===== src/rtl/qalu_pkg.sv =====
// ----------------------------------------------------------------------------
// qalu_pkg
// Shared types and constants of the fixed-point quaternion unit.
// ----------------------------------------------------------------------------
package qalu_pkg;

  localparam int QALU_FRAC_BITS = 24;

  localparam logic [31:0] SAT_MAX = 32'h7fff_ffff;
  localparam logic [31:0] SAT_MIN = 32'h8000_0000;

  localparam logic [1:0] ROW_LAST = 2'd2;

  typedef enum logic [2:0] {
    CMD_ADD = 3'd0,
    CMD_SUB = 3'd1,
    CMD_MUL = 3'd2,
    CMD_INV = 3'd3,
    CMD_ROT = 3'd4
  } cmd_t;

  typedef enum logic [1:0] {
    ST_OK   = 2'd0,
    ST_SAT  = 2'd1,
    ST_ZERO = 2'd2
  } status_t;

  typedef enum logic [1:0] {
    DIV_IDLE,
    DIV_RUN,
    DIV_DONE
  } div_state_t;

  typedef struct packed {
    cmd_t       cmd;
    logic [1:0] row;
    logic       last;
  } tag_t;

  typedef struct packed {
    logic start;
    logic ack;
  } div_ctl_t;

endpackage


===== src/rtl/qalu_div.sv =====
// ----------------------------------------------------------------------------
// qalu_div
// Four restoring dividers sharing one divisor, one quotient bit per cycle,
// for the scaled magnitudes of a over the squared norm.
// ----------------------------------------------------------------------------
module qalu_div #(
  parameter int FRAC_BITS = qalu_pkg::QALU_FRAC_BITS
) (
  input  logic                          clk,
  input  logic                          rst,
  input  qalu_pkg::div_ctl_t            ctl,
  input  logic [3:0][31:0]              mag,
  input  logic [64-FRAC_BITS:0]         n,
  output logic                          done,
  output logic [3:0][FRAC_BITS+31:0]    q
);
  import qalu_pkg::*;

  localparam int NW = 65 - FRAC_BITS;
  localparam int DW = FRAC_BITS + 32;
  localparam int CW = $clog2(DW + 1);

  div_state_t       state;
  div_state_t       state_next;
  logic [CW-1:0]    cnt;
  logic [NW-1:0]    rem [4];
  logic [NW-1:0]    rem_next [4];
  logic [NW:0]      trial [4];
  logic [NW:0]      diff [4];
  logic [3:0]       qbit;
  logic             load;
  logic             shift;

  always_comb begin
    state_next = state;
    unique case (state)
      DIV_IDLE: if (ctl.start) state_next = DIV_RUN;
      DIV_RUN:  if (cnt == CW'(1)) state_next = DIV_DONE;
      DIV_DONE: if (ctl.ack) state_next = DIV_IDLE;
      default:  state_next = DIV_IDLE;
    endcase
  end

  always_comb begin
    load  = (state == DIV_IDLE) && ctl.start;
    shift = (state == DIV_RUN);
    done  = (state == DIV_DONE);
  end

  always_comb begin
    for (int l = 0; l < 4; l++) begin
      trial[l]    = {rem[l], q[l][DW-1]};
      diff[l]     = trial[l] - {1'b0, n};
      qbit[l]     = (trial[l] >= {1'b0, n});
      rem_next[l] = qbit[l] ? diff[l][NW-1:0] : trial[l][NW-1:0];
    end
  end

  always_ff @(posedge clk) begin
    if (rst) begin
      state <= DIV_IDLE;
    end else begin
      state <= state_next;
    end
  end

  always_ff @(posedge clk) begin
    if (load) begin
      cnt <= CW'(DW);
      for (int l = 0; l < 4; l++) begin
        rem[l] <= '0;
        q[l]   <= {mag[l], {FRAC_BITS{1'b0}}};
      end
    end else if (shift) begin
      cnt <= cnt - CW'(1);
      for (int l = 0; l < 4; l++) begin
        rem[l] <= rem_next[l];
        q[l]   <= {q[l][DW-2:0], qbit[l]};
      end
    end
  end

endmodule


===== config.mk =====
export PLATFORM = sky130hd
export DESIGN_NAME = qalu_div
export DESIGN_NICKNAME = d
export VERILOG_FILES = /design/src/rtl/qalu_pkg.sv /design/src/rtl/qalu_div.sv
export SDC_FILE = /design/constraint.sdc
export NUM_CORES = 1
export LEC_CHECK = 0
export BUFFER_PORTS_ARGS = -buffer_cell sky130_fd_sc_hd__buf_2
export CORE_MARGIN = 5
export CORE_UTILIZATION = 24
export DETAILED_ROUTE_END_ITERATION = 8
export SLEW_MARGIN = 40
export SYNTH_ARGS = -nofsm -noshare
export SYNTH_HDL_FRONTEND = slang
export SYNTH_SLANG_ARGS = --single-unit

===== constraint.sdc =====
create_clock -name clk -period 19.6 [get_ports clk]
set_input_delay 3.92 -clock clk [delete_from_list [all_inputs] [get_ports clk]]
set_output_delay 3.92 -clock clk [all_outputs]
set_load 0.005 [all_outputs]

==> results.txt, run 1 <==
----------------------------------------------------
[Cells and area]
  Area growth syn-to-layout ... 19.1%
  Share of cells above drive strength 1 ... 17.0%
  Most frequent standard cell in the layout excluding fill and tap cells ... sky130_fd_sc_hd__buf_2
  Top library cells by usage in the layout, fill and taps aside ... sky130_fd_sc_hd__buf_2 (397), sky130_fd_sc_hd__nand2_1 (378), sky130_fd_sc_hd__edfxtp_1 (292)
  Net count of the finished layout ... 3424

[Min path]
  Type of the tightest min-delay check ... reg2reg
  Worst Hold Endpoint ... q[63]$_SDFFE_PP0P_
  Worst hold path stage count ... 2
  Worst hold start ... q[62]$_SDFFE_PP0P_

[Power]
  Net switching power ... 0.00108 W
  Total power ... 0.00306 W
  Leakage power ... between 10 and 15 nW
  Sequential cell fraction of total power ... 35.8%
  PD cells ... 99.5 nW/um^2
  Sw frac ... about 35%
  Int Power ... 0.00198 W
  Combinational share of power ... 33.7%
  Clock share of power ... between 30 and 40%
  Peak supply drop ... 0.0595 mV

[Clock network]
  Clock transition at path regs ... ~0.060 ns
  Clk sinks ... 396
  TritonCTS Buffers ... roughly 50
  Number of buffers added to fix hold violations after cts ... 0
  Post_cts resized ... 0
  Worst-skew pair later-pin latency ... 0.63 ns
  Clock tree from TritonCTS ... yes
  Post-CTS setup buffer count ... 0
  H-Tree Level Count ... 2
  Number of buffers on the longest clock path ... 3
  Root buf cell ... sky130_fd_sc_hd__clkbuf_16

[Synthesis]
  Post-Syn Nets ... 3115
  Post-Syn Area per Cell ... roughly 9.3 um^2
  Number of enable-type register cells in the synthesized netlist ... 292
  Area share of the largest cell type after synthesis ... 33.9%
  Synth warn ... 0
  Prevailing post-synth register cell ... sky130_fd_sc_hd__edfxtp_1
  Leading post-synthesis cells by cell area ... sky130_fd_sc_hd__edfxtp_1 (34%), sky130_fd_sc_hd__dfxtp_1 (8.1%), sky130_fd_sc_hd__ha_1 (8.0%)
  Count of distinct cell types in the synthesized netlist ... 85
  Share of synthesized area occupied by flip-flops and latches ... 42.0%
  Flip-flop and latch count after synthesis ... ~400
  Async S/R FF share, synth ... 0%
  Syn Inst Count ... 2772
  Yosys top cell by area ... sky130_fd_sc_hd__edfxtp_1
  Total standard cell area after synthesis ... 25900 um^2

[Floorplan]
  Count of boundary I/O pins ... 398
  Die extent in y ... 338 um
  Width of the chip ... approximately 340 um
  Effective utilization at floorplan ... 24.1%
  Die footprint ... 114000 um^2
  Standard-cell rows ... 120
  Area of the placeable core ... 107000 um^2

[Detailed routing]
  Via count ... 22600
  First DRT Iteration DRCs ... 1616
  Remaining antenna violation count after routing ... 0
  First-pass detailed-route iteration total ... 6
  Post-DR vias/cell ... between 4 and 5
  Total routed wirelength ... 86100 um
  Wire length per cell after detailed routing ... 19.0 um
  DRC violations left ... 0

[GRT]
  First-pass GRT wire length ... 129000 um
  Initial antenna violation count ... 4
  Vias in the first global route ... 21600
  Global router's overall resource usage ... between 10 and 15%
  Gr ovfl total ... 0
  Maximum number of pins on one net before global-route repair ... 123

[Timing]
  Slew at the pin closest to its max-slew limit ... 0.785 ns
  Part of the cycle the worst path needs ... 38.4%
  Endpoints failing hold ... 0
  Slew HR ... 47.7%
  Post-layout min period ... 7.52 ns
  Unrepaired setup endpoints after global routing ... false
  Setup TNS ... 0 ns
  Finish-stage setup viols ... 0
  Achievable frequency ... 133 MHz
  Worst Skew ... 0.0465 ns
  Slew Viols, Final ... 0

[Setup path]
  Worst r2r src ... q[167]$_DFFE_PP_
  Critical register-to-register path endpoint ... rem[2][27]$_SDFFCE_PN0P_
  Number of cells on the worst reg-to-reg path ... 14
  Critical Path AT ... 7.87 ns
  Critical path endpoint category ... flip-flop
  Register-to-register setup slack ... around 15 ns
  Critical path type ... in2reg
  Crit path launch type ... input port
  Critical-path maximum fanout ... 36
  Data required time of the worst path ... 19.95 ns

[Job]
  Total of max-cap violations ... 0

[Placed design]
  Count of buffers from port buffering ... approximately 400
  Detailed placer's ending HPWL ... 62500 um
  Routability Congestion ... 0.880

[Run status]
  Result of the run ... completed

----------------------------------------------------
-- layout make-up --
class | instances | area (um^2)
tap | 1403 | 1760
clock inverter | 20 | 184
inverter | 85 | 332
multi-input combinational | 2134 | 14100
timing repair buffer | 415 | 2170
clock buffer | 71 | 1450
sequential | 396 | 10900
fill | 11300 | 76300
antenna | 1 | 2.50
-- power groups by stage --
stage | Clock [W] | Sequential [W] | Combinational [W]
floorplan | 0 | 0.00110 | 0.000755
global placement | 0 | 0.00111 | 0.00101
detailed placement | 0 | 0.00111 | 0.00102
CTS | 0.000965 | 0.00110 | 0.00102
global route | 0.000998 | 0.00111 | 0.00113
finish | 0.000934 | 0.00110 | 0.00103
-- cell families after synthesis --
logic type / Yosys count / share of synthesized area [%]
mux: 93 / 3.61
buf+inv: 242 / 3.83
flops: 396 / 42.0
simple gates: 876 / 15.3
fa+ha+maj: 170 / 8.34
compound gates: 863 / 22.5
xor+xnor: 132 / 4.47
-- through the flow --
stage          cells  hold WS [ns]  util, %  setup WS [ns]  instance area [um^2]
3_5_place_dp    4432         0.461     27.2          11.49                 29100
6_report        4525         0.472     28.8          12.08                 30800
5_1_grt         4524         0.490     28.8          11.97                 30800
3_3_place_gp    4431         0.455     27.2          11.49                 29100
2_1_floorplan   2772         0.452        -           8.43                 25900
4_1_cts         4523         0.477     28.7          12.17                 30800
-- how the worst max path moves through the flow --
stage                 from  slack, ns  cells past startpoint                  endpoint
floorplan           ctl[1]       8.43                      6          q[100]$_DFFE_PP_
global placement      n[1]      11.49                     12  rem[3][28]$_SDFFCE_PN0P_
detailed placement    n[0]      11.49                     14  rem[2][12]$_SDFFCE_PN0P_
CTS                   n[0]      12.17                     14  rem[2][27]$_SDFFCE_PN0P_
global route          n[1]      11.97                     13   rem[2][6]$_SDFFCE_PN0P_
finish                n[0]      12.08                     14  rem[2][27]$_SDFFCE_PN0P_
-- cells in the mapped netlist (all sizes together), types with 5 or more instances --
library cell and number:
nor2b 27, nand2 379, edfxtp 292, nand3 63, nand3b 6, a211oi 27
a2111oi 7, o22ai 6, a31oi 24, o31ai 12, a21o 92, a21boi 9
or2 7, ha 166, buf 28, o21a 28, xnor2 83, and2 13
nand2b 16, o21bai 28, o211ai 23, o211a 5, nor3b 6, and3 26
nand4b 6, mux2i 91, a21oi 207, or3 15, clkbuf 129, nor3 42
xor2 49, o2bb2ai 8, and4 8, nand4 37, nor4 12, inv 85
dfxtp 104, a211o 13, nor2 206, a22o 128, o21ai 197
-- state kept, by name (all words and copies together) (netlist names) --
| signal | cells |
|---|---|
| rem | 164 |
| state | 2 |
| cnt | 6 |
| q | 224 |
-- critical path, stage by stage --
cell,delay [ns]
sky130_fd_sc_hd__buf_2,0.19
sky130_fd_sc_hd__ha_1,0.20
sky130_fd_sc_hd__inv_1,0.05
sky130_fd_sc_hd__fa_1,0.40
sky130_fd_sc_hd__a21oi_1,0.26
sky130_fd_sc_hd__o22ai_1,0.14
sky130_fd_sc_hd__o21ai_0,0.44
sky130_fd_sc_hd__o22ai_1,0.24
sky130_fd_sc_hd__o21ai_2,0.27
sky130_fd_sc_hd__o221ai_1,0.26
sky130_fd_sc_hd__a21oi_4,0.54
sky130_fd_sc_hd__buf_4,0.58
sky130_fd_sc_hd__mux2i_1,0.27
sky130_fd_sc_hd__nor2_1,0.05
-- per-layer routing --
layer	up-vias	share of wire, %	GRT usage (%)
met3	117	8.7	4.01
met2	792	45	22.9
met5	-	0.015	0
li1	10900	-	-
met4	2	2.8	4.11
met1	10700	43	18.5
No activity file was read; power rests on OpenSTA's default activity.
==> run 2, diff against run 1 <==
==> constraint.sdc (replaced) <==
create_clock -name clk -period 6.8 [get_ports clk]
set_input_delay 1.36 -clock clk [delete_from_list [all_inputs] [get_ports clk]]
set_output_delay 1.36 -clock clk [all_outputs]
set_load 0.005 [all_outputs]
==> results.txt, run 2 (synthesis results as in run 1) <==
----------------------------------------------------
[Detailed routing]
  DRC violations left ... 0 (unchanged)
  Wire length per cell after detailed routing ... 19.6 um (was 19.0 um)
  Remaining antenna violation count after routing ... 0 (unchanged)
  Post-DR vias/cell ... 5.05 (was 4.98)
  First DRT Iteration DRCs ... 1784 (was 1616)
  Via count ... 22900 (was 22600)
  First-pass detailed-route iteration total ... 6 (unchanged)
  Total routed wirelength ... 89000 um (was 86100 um)

[Cells and area]
  Area of the multi-input gates ... 14100 um^2 (about the same)
  Number of cells in the finished layout apart from fillers ... 4531 (was 4525)
  Net count of the finished layout ... 3427 (was 3424)
  Most frequent standard cell in the layout excluding fill and tap cells ... sky130_fd_sc_hd__buf_2 (unchanged)
  Biggest registers after layout ... q: 224 flops, rem: 164 flops, cnt: 6 flops (unchanged)
  Area growth syn-to-layout ... 19.7% (was 19.1%)
  Largest reg by FF count ... q (unchanged)
  Final cell area excluding filler cells ... 31000 um^2 (was 30800 um^2)
  Number of filler cells placed in the layout ... 11300 (about the same)
  Flip-flop count of the largest register, all copies and words added ... 224 (unchanged)
  Top library cells by usage in the layout, fill and taps aside ... sky130_fd_sc_hd__buf_2 (397), sky130_fd_sc_hd__nand2_1 (378), sky130_fd_sc_hd__edfxtp_1 (292) (unchanged)
  Storage cell area ... 10900 um^2 (unchanged)
  Share of cells above drive strength 1 ... 17.1% (was 17.0%)

[Setup path]
  Crit path launch type ... input port (unchanged)
  Critical-path maximum fanout ... 30 (was 36)
  Data required time of the worst path ... 7.17 ns (was 19.95 ns)
  Most frequent CP cell ... sky130_fd_sc_hd__o22ai_1 (unchanged)
  Critical Path AT ... 5.02 ns (was 7.87 ns)
  Chain of cells forming the critical path ... buf_2 -> inv_1 -> fa_1 -> a21oi_1 -> o22ai_1 -> o21ai_0 -> o22ai_1 -> o21ai_2 -> o221ai_1 -> a21oi_4 -> buf_8 -> buf_12 -> nor3_1 -> a211o_1 (was buf_2 -> ha_1 -> inv_1 -> fa_1 -> a21oi_1 -> o22ai_1 -> o21ai_0 -> o22ai_1 -> o21ai_2 -> o221ai_1 -> a21oi_4 -> buf_4 -> mux2i_1 -> nor2_1)
  Critical path endpoint category ... flip-flop (unchanged)
  Slowest stage cell on the critical path ... sky130_fd_sc_hd__fa_1 (was sky130_fd_sc_hd__buf_4)
  Critical path type ... in2reg (unchanged)
  CP max stage delay ... 0.55 ns (was 0.58 ns)

[Clock network]
  Clock tree from TritonCTS ... yes (unchanged)
  Worst-skew pair later-pin latency ... 0.66 ns (was 0.63 ns)
  Root buf cell ... sky130_fd_sc_hd__clkbuf_16 (unchanged)
  Post-CTS setup buffer count ... 0 (unchanged)
  Clock transition at path regs ... 0.06 ns (about the same)
  Post_cts resized ... 0 (unchanged)
  H-Tree Level Count ... 2 (unchanged)
  Number of buffers added to fix hold violations after cts ... 0 (unchanged)
  Clk sinks ... 396 (unchanged)
  TritonCTS Buffers ... 49 (unchanged)
  Number of buffers on the longest clock path ... 3 (unchanged)

[Timing]
  WHS ... 0.467 ns (was 0.472 ns)
  Finish-stage setup viols ... 0 (unchanged)
  Unrepaired setup endpoints after global routing ... false (unchanged)
  Endpoints failing hold ... 0 (unchanged)
  Slew HR ... 33.9% (was 47.7%)
  Post-layout min period ... around 4.6 ns
  Slew at the pin closest to its max-slew limit ... 0.992 ns (was 0.785 ns)
  Slew Viols, Final ... 0 (unchanged)
  Part of the cycle the worst path needs ... 68.4%
  Worst Skew ... 0.0540 ns (was 0.0465 ns)
  Final worst setup slack ... 2.15 ns (was 12.08 ns)
  Achievable frequency ... between 200 and 250 MHz

[Floorplan]
  Count of boundary I/O pins ... 398 (unchanged)
  Standard-cell rows ... 120 (unchanged)
  Die footprint ... 114000 um^2 (unchanged)
  Area of the placeable core ... 107000 um^2 (unchanged)
  Effective utilization at floorplan ... 24.1% (unchanged)
  Die extent in y ... 338 um (unchanged)
  Width of the chip ... 338 um (unchanged)

[GRT]
  First-pass GRT wire length ... 133000 um (was 129000 um)
  Maximum number of pins on one net before global-route repair ... 154 (was 123)
  Initial antenna violation count ... 9 (was 4)
  Vias in the first global route ... 22000 (was 21600)
  Gr ovfl total ... 0 (unchanged)
  Global router's overall resource usage ... 14.7% (was 14.2%)

[Placed design]
  Placed instance count ... 4435 (was 4432)
  Routability Congestion ... 0.892 (was 0.880)
  Worst setup slack before clock tree synthesis ... 1.32 ns (was 11.49 ns)
  Instance area after placement ... 29200 um^2 (was 29100 um^2)
  Count of buffers from port buffering ... 397 (unchanged)
  Detailed placer's ending HPWL ... 65900 um (was 62500 um)

[Min path]
  Type of the tightest min-delay check ... reg2reg (unchanged)

[Power]
  Leakage power ... 13.2 nW (was 13.1 nW)
  PD cells ... 290 nW/um^2 (was 99.5 nW/um^2)
  Peak supply drop ... 0.173 mV (was 0.0595 mV)

[Run status]
  Result of the run ... completed (unchanged)

[Job]
  Total of max-cap violations ... 0 (unchanged)

----------------------------------------------------
## run 2: changes by cell type in the layout (fill, tap and decap cells not counted), moves of 2 or more
cell,change
sky130_fd_sc_hd__buf_4,-2
sky130_fd_sc_hd__buf_6,+2
sky130_fd_sc_hd__bufinv_16,+2
sky130_fd_sc_hd__clkbuf_1,-3
sky130_fd_sc_hd__clkinv_1,+2
sky130_fd_sc_hd__clkinv_2,-2
sky130_fd_sc_hd__diode_2,+2
## run 2: cell type report
class / instances / area share, %
Clock buffer: 68 / 4.62
Antenna cell: 3 / 0.0243
Clock inverter: 24 / 0.954
Inverter: 85 / 1.04
Timing Repair Buffer: 418 / 7.23
Sequential cell: 396 / 35.1
Tap cell: 1403 / 5.67
Multi-Input combinational cell: 2134 / 45.4
## run 2: report_power, final
part	total (W)	switching, W	internal, W	leakage (nW)
clock	0.00281	0.00117	0.00164	0.843
combinational	0.00300	0.00181	0.00119	8.46
sequential	0.00317	0.000205	0.00297	3.86
## run 2: critical path: cells and delay by family
| kind | cells | cell delay [ns] |
|---|---|---|
| fa+ha+maj | 1 | 0.55 |
| buf+inv | 4 | 0.79 |
| compound gates | 8 | 2.20 |
| simple gates | 1 | 0.07 |
## run 2: path summary, 6_finish.rpt
path	start	end	slack (ns)	depth (start not counted)
hold reg to reg	q[185]$_SDFFE_PP0P_	q[186]$_SDFFE_PP0P_	0.47	2
setup / recovery	n[1]	rem[2][36]$_SDFFCE_PN0P_	2.15	14
setup reg to reg	q[111]$_DFFE_PP_	rem[1][40]$_SDFFCE_PN0P_	2.44	14
hold / removal	q[185]$_SDFFE_PP0P_	q[186]$_SDFFE_PP0P_	0.47	2
## run 2: stage by stage
| stage | total power (W) | TNS (ns) | utilization [%] |
|---|---|---|---|
| 2_1_floorplan | 0.00535 | -9.29 | - |
| 3_3_place_gp | 0.00616 | 0 | 27.2 |
| 3_5_place_dp | 0.00617 | 0 | 27.3 |
| 4_1_cts | 0.00904 | 0 | 28.9 |
| 5_1_grt | 0.00948 | 0 | 28.9 |
| 6_report | 0.00898 | 0 | 28.9 |
## run 2: routing by layer
metal | vias to the layer above | GRT usage [%] | wire length, um
li1 | 10900 | - | -
met1 | 10900 | 19.0 | 38500
met2 | 850 | 24.0 | 40600
met3 | 169 | 3.34 | 6480
met4 | 4 | 5.46 | 3430
met5 | - | 0 | 34
==> run 3, diff against run 2 <==
==> constraint.sdc (replaced) <==
create_clock -name clk -period 4.6 [get_ports clk]
set_input_delay 0.92 -clock clk [delete_from_list [all_inputs] [get_ports clk]]
set_output_delay 0.92 -clock clk [all_outputs]
set_load 0.005 [all_outputs]
==> results.txt, run 3 (synthesis results as in run 1) <==
----------------------------------------------------
[Detailed routing]
  Via count ... 22900 (about the same)
  Met1 routed wirelength after detailed routing ... 39200 um (was 38500 um)
  First-pass detailed-route iteration total ... 5 (was 6)
  WL met2 ... 41300 um (was 40600 um)
  First DRT Iteration DRCs ... 1733 (was 1784)
  Total routed wirelength ... 90200 um (was 89000 um)
  Top Layer Used ... met5 (unchanged)
  Remaining antenna violation count after routing ... 0 (unchanged)
  Post-DR vias/cell ... 4.99 (was 5.05)
  Detailed-routed wire length on met3 ... 6850 um (was 6480 um)
  Wire length per cell after detailed routing ... 19.7 um (was 19.6 um)
  DRC violations left ... 0 (unchanged)

[Setup path]
  Critical path endpoint category ... flip-flop (unchanged)
  Worst r2r src ... q[167]$_DFFE_PP_ (was q[111]$_DFFE_PP_)
  Register-to-register setup slack ... 0.65 ns (was 2.44 ns)
  Critical register-to-register path endpoint ... rem[2][36]$_SDFFCE_PN0P_ (was rem[1][40]$_SDFFCE_PN0P_)
  Worst setup startpoint ... q[167]$_DFFE_PP_ (was n[1])
  Critical path type ... reg2reg (was in2reg)
  Data required time of the worst path ... 4.97 ns (was 7.17 ns)
  Crit path launch type ... flip-flop (was input port)
  Critical-path maximum fanout ... 28 (was 30)
  Critical Path AT ... 4.33 ns (was 5.02 ns)
  Number of cells on the worst reg-to-reg path ... 14 (unchanged)
  Endpoint of the worst setup timing path ... rem[2][36]$_SDFFCE_PN0P_ (unchanged)

[Timing]
  Slew Viols, Final ... 0 (unchanged)
  Post-layout min period ... 3.95 ns
  Achievable frequency ... 253 MHz
  Finish-stage setup viols ... 0 (unchanged)
  Unrepaired setup endpoints after global routing ... false (unchanged)
  Endpoints failing hold ... 0 (unchanged)
  Slew HR ... 40.6% (was 33.9%)
  Setup TNS ... 0 ns (unchanged)
  Slew at the pin closest to its max-slew limit ... 0.891 ns (was 0.992 ns)
  Worst Skew ... 0.0355 ns (was 0.0540 ns)
  WHS ... 0.465 ns (was 0.467 ns)
  Part of the cycle the worst path needs ... 85.9%

[Power]
  Peak supply drop ... 0.292 mV (was 0.173 mV)
  Int Power ... 0.00880 W (was 0.00580 W)
  Net switching power ... 0.00467 W (was 0.00318 W)
  Leakage power ... 13.5 nW (was 13.2 nW)
  PD cells ... 428 nW/um^2 (was 290 nW/um^2)
  Combinational share of power ... 33.7% (was 33.4%)
  Sw frac ... 34.7% (was 35.4%)
  Clock share of power ... 31.4% (was 31.3%)
  Sequential cell fraction of total power ... 34.8% (was 35.3%)

[Clock network]
  H-Tree Level Count ... 2 (unchanged)
  Post_cts resized ... 0 (unchanged)
  Clock tree from TritonCTS ... yes (unchanged)
  Clk sinks ... 396 (unchanged)
  Clock transition at path regs ... 0.06 ns (about the same)
  Root buf cell ... sky130_fd_sc_hd__clkbuf_16 (unchanged)
  Number of buffers added to fix hold violations after cts ... 0 (unchanged)
  Post-CTS setup buffer count ... 0 (unchanged)
  Worst-skew pair later-pin latency ... 0.63 ns (was 0.66 ns)
  TritonCTS Buffers ... 51 (was 49)
  Number of buffers on the longest clock path ... 3 (unchanged)

[Placed design]
  Routability Congestion ... 0.886 (was 0.892)
  Detailed placer's ending HPWL ... 66900 um (was 65900 um)
  Placed instance count ... 4488 (was 4435)
  Count of buffers from port buffering ... 397 (unchanged)

[GRT]
  Global router's overall resource usage ... 14.9% (was 14.7%)
  First-pass GRT wire length ... 135000 um (was 133000 um)
  Initial antenna violation count ... 15 (was 9)
  Vias in the first global route ... 22200 (was 22000)
  Maximum number of pins on one net before global-route repair ... 133 (was 154)
  Gr ovfl total ... 0 (unchanged)

[Floorplan]
  Die footprint ... 114000 um^2 (unchanged)
  Die extent in y ... 338 um (unchanged)
  Count of boundary I/O pins ... 398 (unchanged)
  Effective utilization at floorplan ... 24.1% (unchanged)
  Standard-cell rows ... 120 (unchanged)
  Width of the chip ... 338 um (unchanged)
  Area of the placeable core ... 107000 um^2 (unchanged)

[Cells and area]
  Most frequent standard cell in the layout excluding fill and tap cells ... sky130_fd_sc_hd__buf_2 (unchanged)
  Flip-flop count of the largest register, all copies and words added ... 224 (unchanged)
  Largest reg by FF count ... q (unchanged)
  Area growth syn-to-layout ... 21.8% (was 19.7%)
  Net count of the finished layout ... 3481 (was 3427)
  Biggest registers after layout ... q: 224 flops, rem: 164 flops, cnt: 6 flops (unchanged)
  Top library cells by usage in the layout, fill and taps aside ... sky130_fd_sc_hd__buf_2 (397), sky130_fd_sc_hd__nand2_1 (378), sky130_fd_sc_hd__edfxtp_1 (292) (unchanged)
  Number of cells in the finished layout apart from fillers ... 4588 (was 4531)
  Share of cells above drive strength 1 ... 18.5% (was 17.1%)

[Job]
  Total of max-cap violations ... 0 (unchanged)

[Min path]
  Type of the tightest min-delay check ... in2reg (was reg2reg)

[Run status]
  Result of the run ... completed (unchanged)

----------------------------------------------------
-- run 3: power by group through the flow --
stage / registers (W) / logic [W] / clock network [W]
4_1_cts: 0.00469 / 0.00451 / 0.00438
3_5_place_dp: 0.00475 / 0.00449 / 0
6_report: 0.00469 / 0.00454 / 0.00423
2_1_floorplan: 0.00469 / 0.00322 / 0
3_3_place_gp: 0.00476 / 0.00447 / 0
5_1_grt: 0.00474 / 0.00498 / 0.00451
-- run 3: worst min-delay path by stage --
stage / to / from / depth (start not counted) / slack, ns
floorplan: q[0]$_SDFFE_PP0P_ / q[0]$_SDFFE_PP0P_ / 2 / 0.45
global placement: q[177]$_SDFFE_PP0P_ / q[176]$_SDFFE_PP0P_ / 2 / 0.46
detailed placement: q[4]$_SDFFE_PP0P_ / q[4]$_SDFFE_PP0P_ / 2 / 0.46
CTS: state[1]$_SDFFE_PP0P_ / rst / 2 / 0.40
global route: state[1]$_SDFFE_PP0P_ / rst / 2 / 0.43
finish: state[1]$_SDFFE_PP0P_ / rst / 2 / 0.47
-- run 3: layout make-up --
| type | instances | area [um^2] |
|---|---|---|
| tap | 1403 | 1760 |
| timing repair buffer | 470 | 2720 |
| clock inverter | 24 | 267 |
| fill | 11300 | 75600 |
| inverter | 85 | 323 |
| clock buffer | 70 | 1520 |
| multi-input combinational | 2134 | 14000 |
| antenna | 6 | 15.0 |
| sequential | 396 | 10900 |
-- run 3: critical path: stages, from the launching register on --
cell                       delay, ns
sky130_fd_sc_hd__edfxtp_1       0.46
sky130_fd_sc_hd__inv_1          0.25
sky130_fd_sc_hd__ha_1           0.26
sky130_fd_sc_hd__inv_1          0.07
sky130_fd_sc_hd__fa_1           0.39
sky130_fd_sc_hd__a21oi_1        0.24
sky130_fd_sc_hd__o22ai_1        0.13
sky130_fd_sc_hd__o21ai_0        0.29
sky130_fd_sc_hd__o22ai_1        0.16
sky130_fd_sc_hd__o21ai_2        0.26
sky130_fd_sc_hd__o221ai_1       0.28
sky130_fd_sc_hd__a21oi_4        0.28
sky130_fd_sc_hd__buf_12         0.23
sky130_fd_sc_hd__nor3_1         0.07
sky130_fd_sc_hd__a211o_1        0.31
-- run 3: stage by stage --
| stage | area (um^2) | setup slack (ns) | util (%) | power (W) |
|---|---|---|---|---|
| 2_1_floorplan | 25900 | -1.79 | - | 0.00791 |
| 3_3_place_gp | 29700 | 0.233 | 27.7 | 0.00923 |
| 3_5_place_dp | 29700 | 0.142 | 27.7 | 0.00924 |
| 4_1_cts | 31500 | 0.659 | 29.4 | 0.0136 |
| 5_1_grt | 31500 | 0.425 | 29.4 | 0.0142 |
| 6_report | 31500 | 0.648 | 29.4 | 0.0135 |
-- run 3: layer usage --
| metal | vias up | global-route usage, % |
|---|---|---|
| li1 | 11000 | - |
| met1 | 10900 | 19.4 |
| met2 | 800 | 24.4 |
| met3 | 139 | 3.57 |
| met4 | 10 | 4.71 |
| met5 | - | 0 |
